`config.mk`:
```
export PLATFORM = sky130hd
export DESIGN_NAME = sobel_kernel
export DESIGN_NICKNAME = d
export VERILOG_FILES = /design/src/hdl/sobel_pkg.sv /design/src/hdl/sobel_kernel.sv
export SDC_FILE = /design/constraint.sdc
export NUM_CORES = 1
export LEC_CHECK = 0
export ABC_AREA = 0
export BUFFER_PORTS_ARGS = -buffer_cell sky130_fd_sc_hd__buf_4
export CAP_MARGIN = 20
export CORE_UTILIZATION = 54
export DETAILED_ROUTE_END_ITERATION = 8
export PLACE_DENSITY = 0.77
export RECOVER_POWER = 100
export SLEW_MARGIN = 20
export SYNTH_ARGS = -nofsm -noshare
export SYNTH_HDL_FRONTEND = slang
export SYNTH_SLANG_ARGS = --single-unit
```
`constraint.sdc`:
```
create_clock -name vclk -period 6.45
set_input_delay 0.3225 -clock vclk [all_inputs]
set_output_delay 0.3225 -clock vclk [all_outputs]
set_load 0.01 [all_outputs]
```
`src/hdl/sobel_pkg.sv`:
```
// Shared constants and types for the Sobel edge threshold block.
`timescale 1ns / 1ps
package sobel_pkg;

	localparam int CFG_ADDR_BITS   = 2;
	localparam int CFG_DATA_BITS   = 12;
	localparam int WIDTH_REG_BITS  = 11;
	localparam int HEIGHT_REG_BITS = 12;
	localparam int LEVEL_BITS      = 8;
	localparam int ROW_BITS        = 12;
	localparam int OUT_COL_BITS    = 10;
	localparam int OUT_PAD_BITS    = 2;
	localparam int OUT_TDATA_BITS  = 32;

	localparam logic [CFG_ADDR_BITS-1:0] REG_IMAGE_WIDTH  = 2'd0;
	localparam logic [CFG_ADDR_BITS-1:0] REG_IMAGE_HEIGHT = 2'd1;
	localparam logic [CFG_ADDR_BITS-1:0] REG_MAX_VALUE    = 2'd2;

	localparam logic [WIDTH_REG_BITS-1:0]  WIDTH_RESET  = 11'd1024;
	localparam logic [HEIGHT_REG_BITS-1:0] HEIGHT_RESET = 12'd1024;
	localparam logic [LEVEL_BITS-1:0]      LEVEL_RESET  = 8'd255;
	localparam logic [HEIGHT_REG_BITS-1:0] MIN_HEIGHT   = 12'd3;

	typedef struct packed {
		logic [OUT_PAD_BITS-1:0] pad;
		logic [OUT_COL_BITS-1:0] center_col;
		logic [ROW_BITS-1:0]     center_row;
		logic [LEVEL_BITS-1:0]   edge_value;
	} out_beat_t;

endpackage

```
`src/hdl/sobel_kernel.sv`:
```
// Sobel gradient magnitude over a 3x3 window and threshold decision.
`timescale 1ns / 1ps
module sobel_kernel
	import sobel_pkg::*;
#(
	parameter int PIXEL_BITS = 8
) (
	input  logic [PIXEL_BITS-1:0] a0,
	input  logic [PIXEL_BITS-1:0] a1,
	input  logic [PIXEL_BITS-1:0] a2,
	input  logic [PIXEL_BITS-1:0] b0,
	input  logic [PIXEL_BITS-1:0] b2,
	input  logic [PIXEL_BITS-1:0] c0,
	input  logic [PIXEL_BITS-1:0] c1,
	input  logic [PIXEL_BITS-1:0] c2,
	input  logic [LEVEL_BITS-1:0] level,
	output logic [LEVEL_BITS-1:0] edge_value
);

	localparam int SUM_BITS = PIXEL_BITS + 2;
	localparam int MAG_BITS = PIXEL_BITS + 3;
	localparam int CMP_BITS = (MAG_BITS > LEVEL_BITS) ? MAG_BITS + 1 : LEVEL_BITS + 1;

	logic [SUM_BITS-1:0] gx_pos, gx_neg, gy_pos, gy_neg;
	logic [SUM_BITS-1:0] gx_abs, gy_abs;
	logic [MAG_BITS-1:0] mag;

	always_comb begin
		gx_pos = SUM_BITS'(c0) + SUM_BITS'({c1, 1'b0}) + SUM_BITS'(c2);
		gx_neg = SUM_BITS'(a0) + SUM_BITS'({a1, 1'b0}) + SUM_BITS'(a2);
		gy_pos = SUM_BITS'(a2) + SUM_BITS'({b2, 1'b0}) + SUM_BITS'(c2);
		gy_neg = SUM_BITS'(a0) + SUM_BITS'({b0, 1'b0}) + SUM_BITS'(c0);
		gx_abs = (gx_pos >= gx_neg) ? gx_pos - gx_neg : gx_neg - gx_pos;
		gy_abs = (gy_pos >= gy_neg) ? gy_pos - gy_neg : gy_neg - gy_pos;
		mag    = MAG_BITS'(gx_abs) + MAG_BITS'(gy_abs);
		edge_value = (CMP_BITS'(mag) > CMP_BITS'(level)) ? level : '0;
	end

endmodule

```
==> run summary, run 1 <==
Based on the critical path, the design can be clocked at up to 150 MHz. The worst setup path is launched from an input port. Of the post-synthesis cell area, the part taken by muxes is 4.83%. The synthesized-area fraction occupied by xor and xnor cells was 11.5%; the data required time at the worst endpoint was 6.13 ns. Dividing the detail-routed wire length by the instance count gives 16.2 um. The via count of the routed design was 4180; the count of warnings emitted by yosys was 0. The startpoint identified for the worst hold timing path is level[4]. The filler cell count in the final layout was 528. The logs give 0 for the remaining global-route overflow and 80 for the number of I/O pins. The total global routing track utilization is 29.4%, and the count of input and output buffers is 80. The worst hold path passes through 4 cells. The count of nets left with antenna violations once routing finished came out at 0. Count of final max-slew check failures: 0.

For the number of max-cap violations, the log shows 0. OpenSTA, run right after detailed placement, puts the worst setup slack at -0.522 ns. Entering global routing, the biggest net connects 9 pins. In the final layout, the multi-input gates occupy 0.00420 sq mm.

The area growth from synthesis to layout is 39.0%. The synthesized netlist devotes 22.1% of its cell area to compound gates. The final layout contains 849 nets. The transition at the pin with the smallest max-transition slack was 1.11 ns. The number of detailed-routing iterations run before antenna repair came out at 4.

At the end of the flow the core is filled with cells to 79.1%. The initialized floorplan defines 31 standard-cell rows. The path with the worst hold slack has its endpoint at edge_value[4].

The post-route netlist has 37.9% of its cells at a drive strength greater than 1. The checks that failed: setup timing. After the first detailed-routing iteration, the DRC count stood at 190.

The dominant combinational cell family by area after synthesis was adder cells. After synthesis, the netlist uses 46 different library cells. The final layout contains a sequential cell count of 0. The cell that appears most often on the critical path is sky130_fd_sc_hd__a21oi_2.

For this design, the CTS-stage hold fixing added 0 buffers. The final period utilization was 104%; the global placer's final weighted congestion was 0.900. The number of antenna cells inserted is 0, and the simple logic cell fraction of the synthesized area is 9.19%.

The initial antenna violation count came out at 0. The flow ran to the end, but the final reports show violations. The library cell used most frequently in the layout, excluding fill and tap cells, is sky130_fd_sc_hd__buf_4. The critical-path maximum fanout is 8, and the final hold violation count is 0.

Number of global-route vias before repair: 4395. The layout has 0 clock buffers. The floorplan step defined a die boundary enclosing 0.00813 sq mm.

At the worst endpoint, the arrival time is 6.35 ns. The worst min-delay path class was in2out. The post-detailed-route via-to-cell ratio is 5.61.

Once the floorplan was initialized, standard cells occupied 56.9% of the core. For the part of the Yosys area used for sequential elements, the log shows 0%. Setup repair after global routing could not meet its margin everywhere.

STA classifies the critical path endpoint as a primary output. The minimum hold slack is 0.979 ns, and the adder-cell share of the synthesized area is 45.1%. In this run the standard cell core region covers 0.00737 sq mm. After detailed routing, the number of remaining DRC violations is 0.

Summing every instance area after synthesis gives 0.00420 sq mm. Setup violations remaining at the end of the flow were counted as 8. Counting every instance in the synthesized netlist gives 492. In this run the tightest slew margin relative to its limit is 25.4%. The HPWL after detailed placement is 10100 um.

Counting every net in the synthesized netlist gives 693. For this block, the routed nets add up to 12100 um of wire. For this design, the slowest cell found on the critical path is sky130_fd_sc_hd__fa_2. The run gives -0.227 ns as the final setup slack of the worst path.

The top cell types in the final layout, fill and taps aside, are sky130_fd_sc_hd__buf_4 (158), sky130_fd_sc_hd__ha_1 (84), sky130_fd_sc_hd__inv_1 (55). In the final layout, flip-flops and latches occupy 0 sq um. In this run the horizontal extent of the chip is 90.1 um. On the worst path, the slowest cell contributes a delay of 0.60 ns. The final critical delay including setup and external delays is 6.68 ns, and the post-synthesis area per instance is 8.53 sq um. For the wire length of the first global-routing pass, the log shows 19800 um.

From bottom edge to top edge, the die measures 90.1 um. The setup path with the least slack is of type in2out.
## timing repair
item | 4_1_cts | 5_1_grt
resized for setup | 42 | 21
pin swaps | 34 | 7
endpoints found under the setup margin | 8 | 8
buffers inserted | 6 | 4
## cells in the mapped netlist, types with 2 or more instances
library cell	number	area share [%]
sky130_fd_sc_hd__ha_1	92	27
sky130_fd_sc_hd__inv_1	64	5.7
sky130_fd_sc_hd__a21oi_1	41	4.9
sky130_fd_sc_hd__fa_1	37	18
sky130_fd_sc_hd__xnor2_1	29	6.1
sky130_fd_sc_hd__nor2_1	27	2.4
sky130_fd_sc_hd__xor2_1	26	5.4
sky130_fd_sc_hd__a21o_1	23	4.1
sky130_fd_sc_hd__o21ai_0	21	2.5
sky130_fd_sc_hd__mux2i_1	15	3.6
sky130_fd_sc_hd__nor3_1	12	1.4
sky130_fd_sc_hd__nand2_1	11	0.98
sky130_fd_sc_hd__o21a_1	9	1.6
sky130_fd_sc_hd__a211oi_1	8	1.4
sky130_fd_sc_hd__nor2b_1	7	1.0
sky130_fd_sc_hd__o211ai_1	7	1.3
sky130_fd_sc_hd__o21bai_1	7	1.3
sky130_fd_sc_hd__a311oi_1	4	0.83
sky130_fd_sc_hd__a31oi_1	4	0.60
sky130_fd_sc_hd__buf_2	4	0.48
sky130_fd_sc_hd__o21ai_1	4	0.48
sky130_fd_sc_hd__buf_4	3	0.54
sky130_fd_sc_hd__nand2b_1	3	0.45
sky130_fd_sc_hd__o41ai_2	3	1.2
sky130_fd_sc_hd__or3_1	3	0.45
sky130_fd_sc_hd__a211o_1	2	0.42
sky130_fd_sc_hd__and3_1	2	0.30
sky130_fd_sc_hd__and4_1	2	0.42
sky130_fd_sc_hd__inv_2	2	0.18
sky130_fd_sc_hd__mux2_1	2	0.54
sky130_fd_sc_hd__mux2_4	2	0.72
sky130_fd_sc_hd__nand4_1	2	0.30
## metrics by stage
stage | cell area, sq um | instances | setup TNS, ns
2_1_floorplan | 4300 | 492 | -0.454
3_3_place_gp | 5500 | 735 | -2.87
3_5_place_dp | 5500 | 735 | -4.14
4_1_cts | 5720 | 741 | -1.05
5_1_grt | 5830 | 745 | -4.06
6_report | 5830 | 745 | -1.72
## how the worst max path moves through the flow
stage	startpoint	to	slack [ns]
finish	c0[2]	edge_value[2]	-0.23
global route	a0[1]	edge_value[1]	-0.52
global placement	c0[1]	edge_value[1]	-0.36
CTS	b2[0]	edge_value[2]	-0.14
floorplan	b2[0]	edge_value[1]	-0.06
detailed placement	c0[1]	edge_value[2]	-0.52
## worst max-delay path, delay by kind of cell
kind | cells | cell delay [ns]
AOI/OAI and AO/OA | 11 | 1.98
xor gates and xnor gates | 3 | 0.43
adders and majority gates | 5 | 1.82
buffers and inverters | 5 | 0.77
muxes | 1 | 0.21
and+or+nand+nor | 5 | 0.84
## layer usage
layer	part of all wire, %	vias to the layer above	wire length, um	global-route usage, %
met5	0	-	0	0
met4	2.5	0	301	6.32
met3	3.9	20	472	1.95
met2	52	137	6280	56.4
met1	42	1997	5010	35.5
li1	-	2026	-	-
## final cells by class
cell class,instances,area share [%]
well taps,99,2.12
multi-input cells,417,72.1
inverters,66,4.42
repair buffers,163,21.4
## cell families (layout without fill, tap and decap cells)
| kind of cell | count (synthesis) | in the layout |
|---|---|---|
| mux | 19 | 19 |
| fa+ha+maj | 129 | 129 |
| simple gates | 75 | 75 |
| xor+xnor | 55 | 55 |
| compound gates | 139 | 139 |
| buf+inv | 75 | 229 |
Power of run 1 is not shown: default switching activity piles up to over one toggle a cycle in this logic, so the estimate is an artifact.
==> run 2, diff against run 1 <==
--- a/config.mk
+++ b/config.mk
@@ -8,6 +8,7 @@
 export ABC_AREA = 0
 export BUFFER_PORTS_ARGS = -buffer_cell sky130_fd_sc_hd__buf_4
 export CAP_MARGIN = 20
+export CORE_MARGIN = 10
 export CORE_UTILIZATION = 54
 export DETAILED_ROUTE_END_ITERATION = 8
 export PLACE_DENSITY = 0.77
==> run 2 against run 1 <==
  * The run still ends with setup timing left
  * Non-clock buffer count increased by 6
  * First-iteration DRC count increased by 4.7%
  * Cell count increased by 1.2%
  * Die area increased by 44%
  * Critical path depth increased by 4
  * Fmax decreased by 2.8%
  * Via count decreased by 0.22%
  * Flip-flop and latch count unchanged
  * Utilization decreased by 2.9 points
  * Routed wire length increased by 6.4%
  * Largest cell class unchanged
==> run summary, run 2 (synthesized netlist as in run 1, its figures left out) <==
The number of flip-flops and latches is 0 (unchanged), and the die boundary height is 108 um (+20%). The tools report the largest net degree at the start of global routing as 9 (unchanged). The checks that failed: setup timing.

For the fmax, the log shows 146 MHz (-2.8%). The commonest non-fill, non-tap cell in the layout is sky130_fd_sc_hd__buf_4. The number of hold buffers added after CTS came out at 0 (unchanged).

The tools report the summed area of non-filler cells in the final layout as 0.00583 sq mm (about the same). The number of max-cap violations is 0 (unchanged), and the wire length per cell is 17.0 um (+5.1%). The biggest cell delay along the critical path works out to 0.53 ns (-0.07 ns).

The cell family contributing the most delay on the critical path is compound AO/OA/AOI/OAI gates. The number of failing setup endpoints in the final timing report is 8 (unchanged). The run gives 855 (+0.71%) as the net count of the finished layout. The slowest cell on the critical path was sky130_fd_sc_hd__fa_1. The final hold violation count came out at 0 (unchanged). The area occupied by registers was 0 sq um (unchanged); the number of clock buffers in the layout was 0 (unchanged). Tracing the worst setup path back leads to its startpoint at c0[1].

The run finished, with violations left. The path class of the tightest hold or removal check is in2out. Setup repair after global routing could not meet its margin everywhere. The logs give -3.28 ns (-1.57 ns) for the final total negative setup slack and 746 (+1.5%) for the count of placed standard cells including taps. The most critical setup path has its endpoint at edge_value[0]. Initial detailed-routing violation count: 199 (+4.7%). The number of detailed-routing iterations run before antenna repair is 4 (unchanged), and the transition at the pin with the smallest max-transition slack is 1.05 ns (-0.0611 ns). The arrival time of data at the critical path endpoint came out at 6.55 ns (+0.20 ns).

The final critical delay including setup and external delays was 6.87 ns (+0.194 ns). The logs give 29.5% (+4.1 points) for the relative slew slack and 32 (+3.2%) for the site row count. The worst setup path is captured at a primary output.

The initial antenna violation count is 0 (unchanged), and the count of input and output buffers is 80 (unchanged). The global placer's final weighted congestion came out at 0.913 (+1.4%). The placeable core region was 0.00765 sq mm (+3.8%); the wire length of the first global-routing pass was 20900 um (+5.4%).

The logs give 0 (unchanged) for the remaining global-route overflow and 54.9% (-2.1 points) for the effective utilization at floorplan. The die span in x was 108 um (+20%); the final setup slack of the worst path was -0.421 ns (-0.194 ns). The logs give 76.2% (-2.9 points) for the final core area utilization and 561 (+6.3%) for the filler cell count in the final layout.

For the count of placed standard cells in the final layout, fillers left out, the log shows 754 (+1.2%). The number of global-route vias before repair is 4498 (+2.3%), and the count of final max-slew check failures is 0 (unchanged). The share of cells above drive strength 1 came out at 36.5% (-1.4 points).

STA classifies the critical path startpoint as an input port. The run gives 0 (unchanged) as the DRC violation count after routing. The total global routing track utilization is 21.2% (-8.1 points), and the final period utilization is 107% (+3.0 points).

Critical-path maximum fanout: 8 (unchanged). The post-detailed-route via-to-cell ratio works out to 5.53 (-1.4%). The run gives 0.00556 sq mm (+1.2%) as the post-place instance area.

The run gives 0 (unchanged) as the number of antenna cells inserted. In the layout the commonest cells are sky130_fd_sc_hd__buf_4 (165), sky130_fd_sc_hd__ha_1 (85), sky130_fd_sc_hd__inv_1 (58). The worst path buffer plus inverter count came out at 5 (unchanged). The run gives 12800 um (+6.4%) as the overall routed net length. The total stage count of the critical path was 34 (+13%).

The run gives 80 (unchanged) as the number of I/O pins. The type of the worst setup path is in2out. The synthesis-to-finish area growth came out at 38.9% (about the same).

HPWL after detailed placement: 11000 um (+9.1%). The data required time at the worst endpoint was 6.13 ns (about the same); the die footprint was 0.0117 sq mm (+44%). The via count of the routed design was 4171 (-0.22%). For the number of nets with antenna violations after routing, the log shows 0 (unchanged).
[run 2: cell count changes in the layout (fill, tap and decap cells not counted), moves of 2 or more]
cell	before	now
sky130_fd_sc_hd__o41ai_4	2	0
sky130_fd_sc_hd__nor2_2	6	1
sky130_fd_sc_hd__inv_1	55	58
sky130_fd_sc_hd__buf_4	158	165
sky130_fd_sc_hd__inv_2	9	6
sky130_fd_sc_hd__nand2_1	9	11
sky130_fd_sc_hd__nor2_1	21	26
sky130_fd_sc_hd__nand2_2	2	0
sky130_fd_sc_hd__o41ai_2	1	3
[run 2: layout make-up]
class / instances / area (sq um) / share of cell area (%)
Multi-Input combinational cell: 417 / 4160 / 71.3
Inverter: 66 / 258 / 4.42
Timing Repair Buffer: 169 / 1290 / 22.1
Tap cell: 102 / 128 / 2.19
[run 2: worst min-delay path by stage]
stage          startpoint            end  slack, ns  depth (start not counted)
5_1_grt          level[1]  edge_value[1]       1.00                          4
3_5_place_dp     level[6]  edge_value[6]       0.98                          4
4_1_cts          level[6]  edge_value[6]       0.98                          4
6_report         level[1]  edge_value[1]       0.98                          4
3_3_place_gp     level[2]  edge_value[2]       0.98                          4
2_1_floorplan    level[7]  edge_value[7]       0.75                          2
[run 2: per-layer routing]
layer	wire length [um]	up-vias	global-route usage [%]
met5	0	-	0
li1	-	2041	-
met1	5430	2006	25.8
met4	174	0	2.10
met2	6730	112	40.4
met3	504	12	2.02
[run 2: worst min-delay path, stage by stage]
cell,delay [ns]
sky130_fd_sc_hd__buf_4,0.07
sky130_fd_sc_hd__inv_1,0.05
sky130_fd_sc_hd__a21oi_2,0.09
sky130_fd_sc_hd__buf_4,0.12
[run 2: what timing repair did]
action                                  in CTS  in global routing
buffers inserted                             4                  4
endpoints found under the setup margin       8                  8
gates resized for setup                     29                 17
pin swaps                                   37                 19
gates cloned                                 0                  0
[run 2: stage by stage]
step / worst slack, ns / hold slack [ns]
floorplan: -0.0569 / 0.752
global placement: -0.343 / 0.978
detailed placement: -0.584 / 0.979
CTS: -0.262 / 0.984
global route: -0.772 / 1.00
finish: -0.421 / 0.979
Power of run 2 is left out for the same reason.
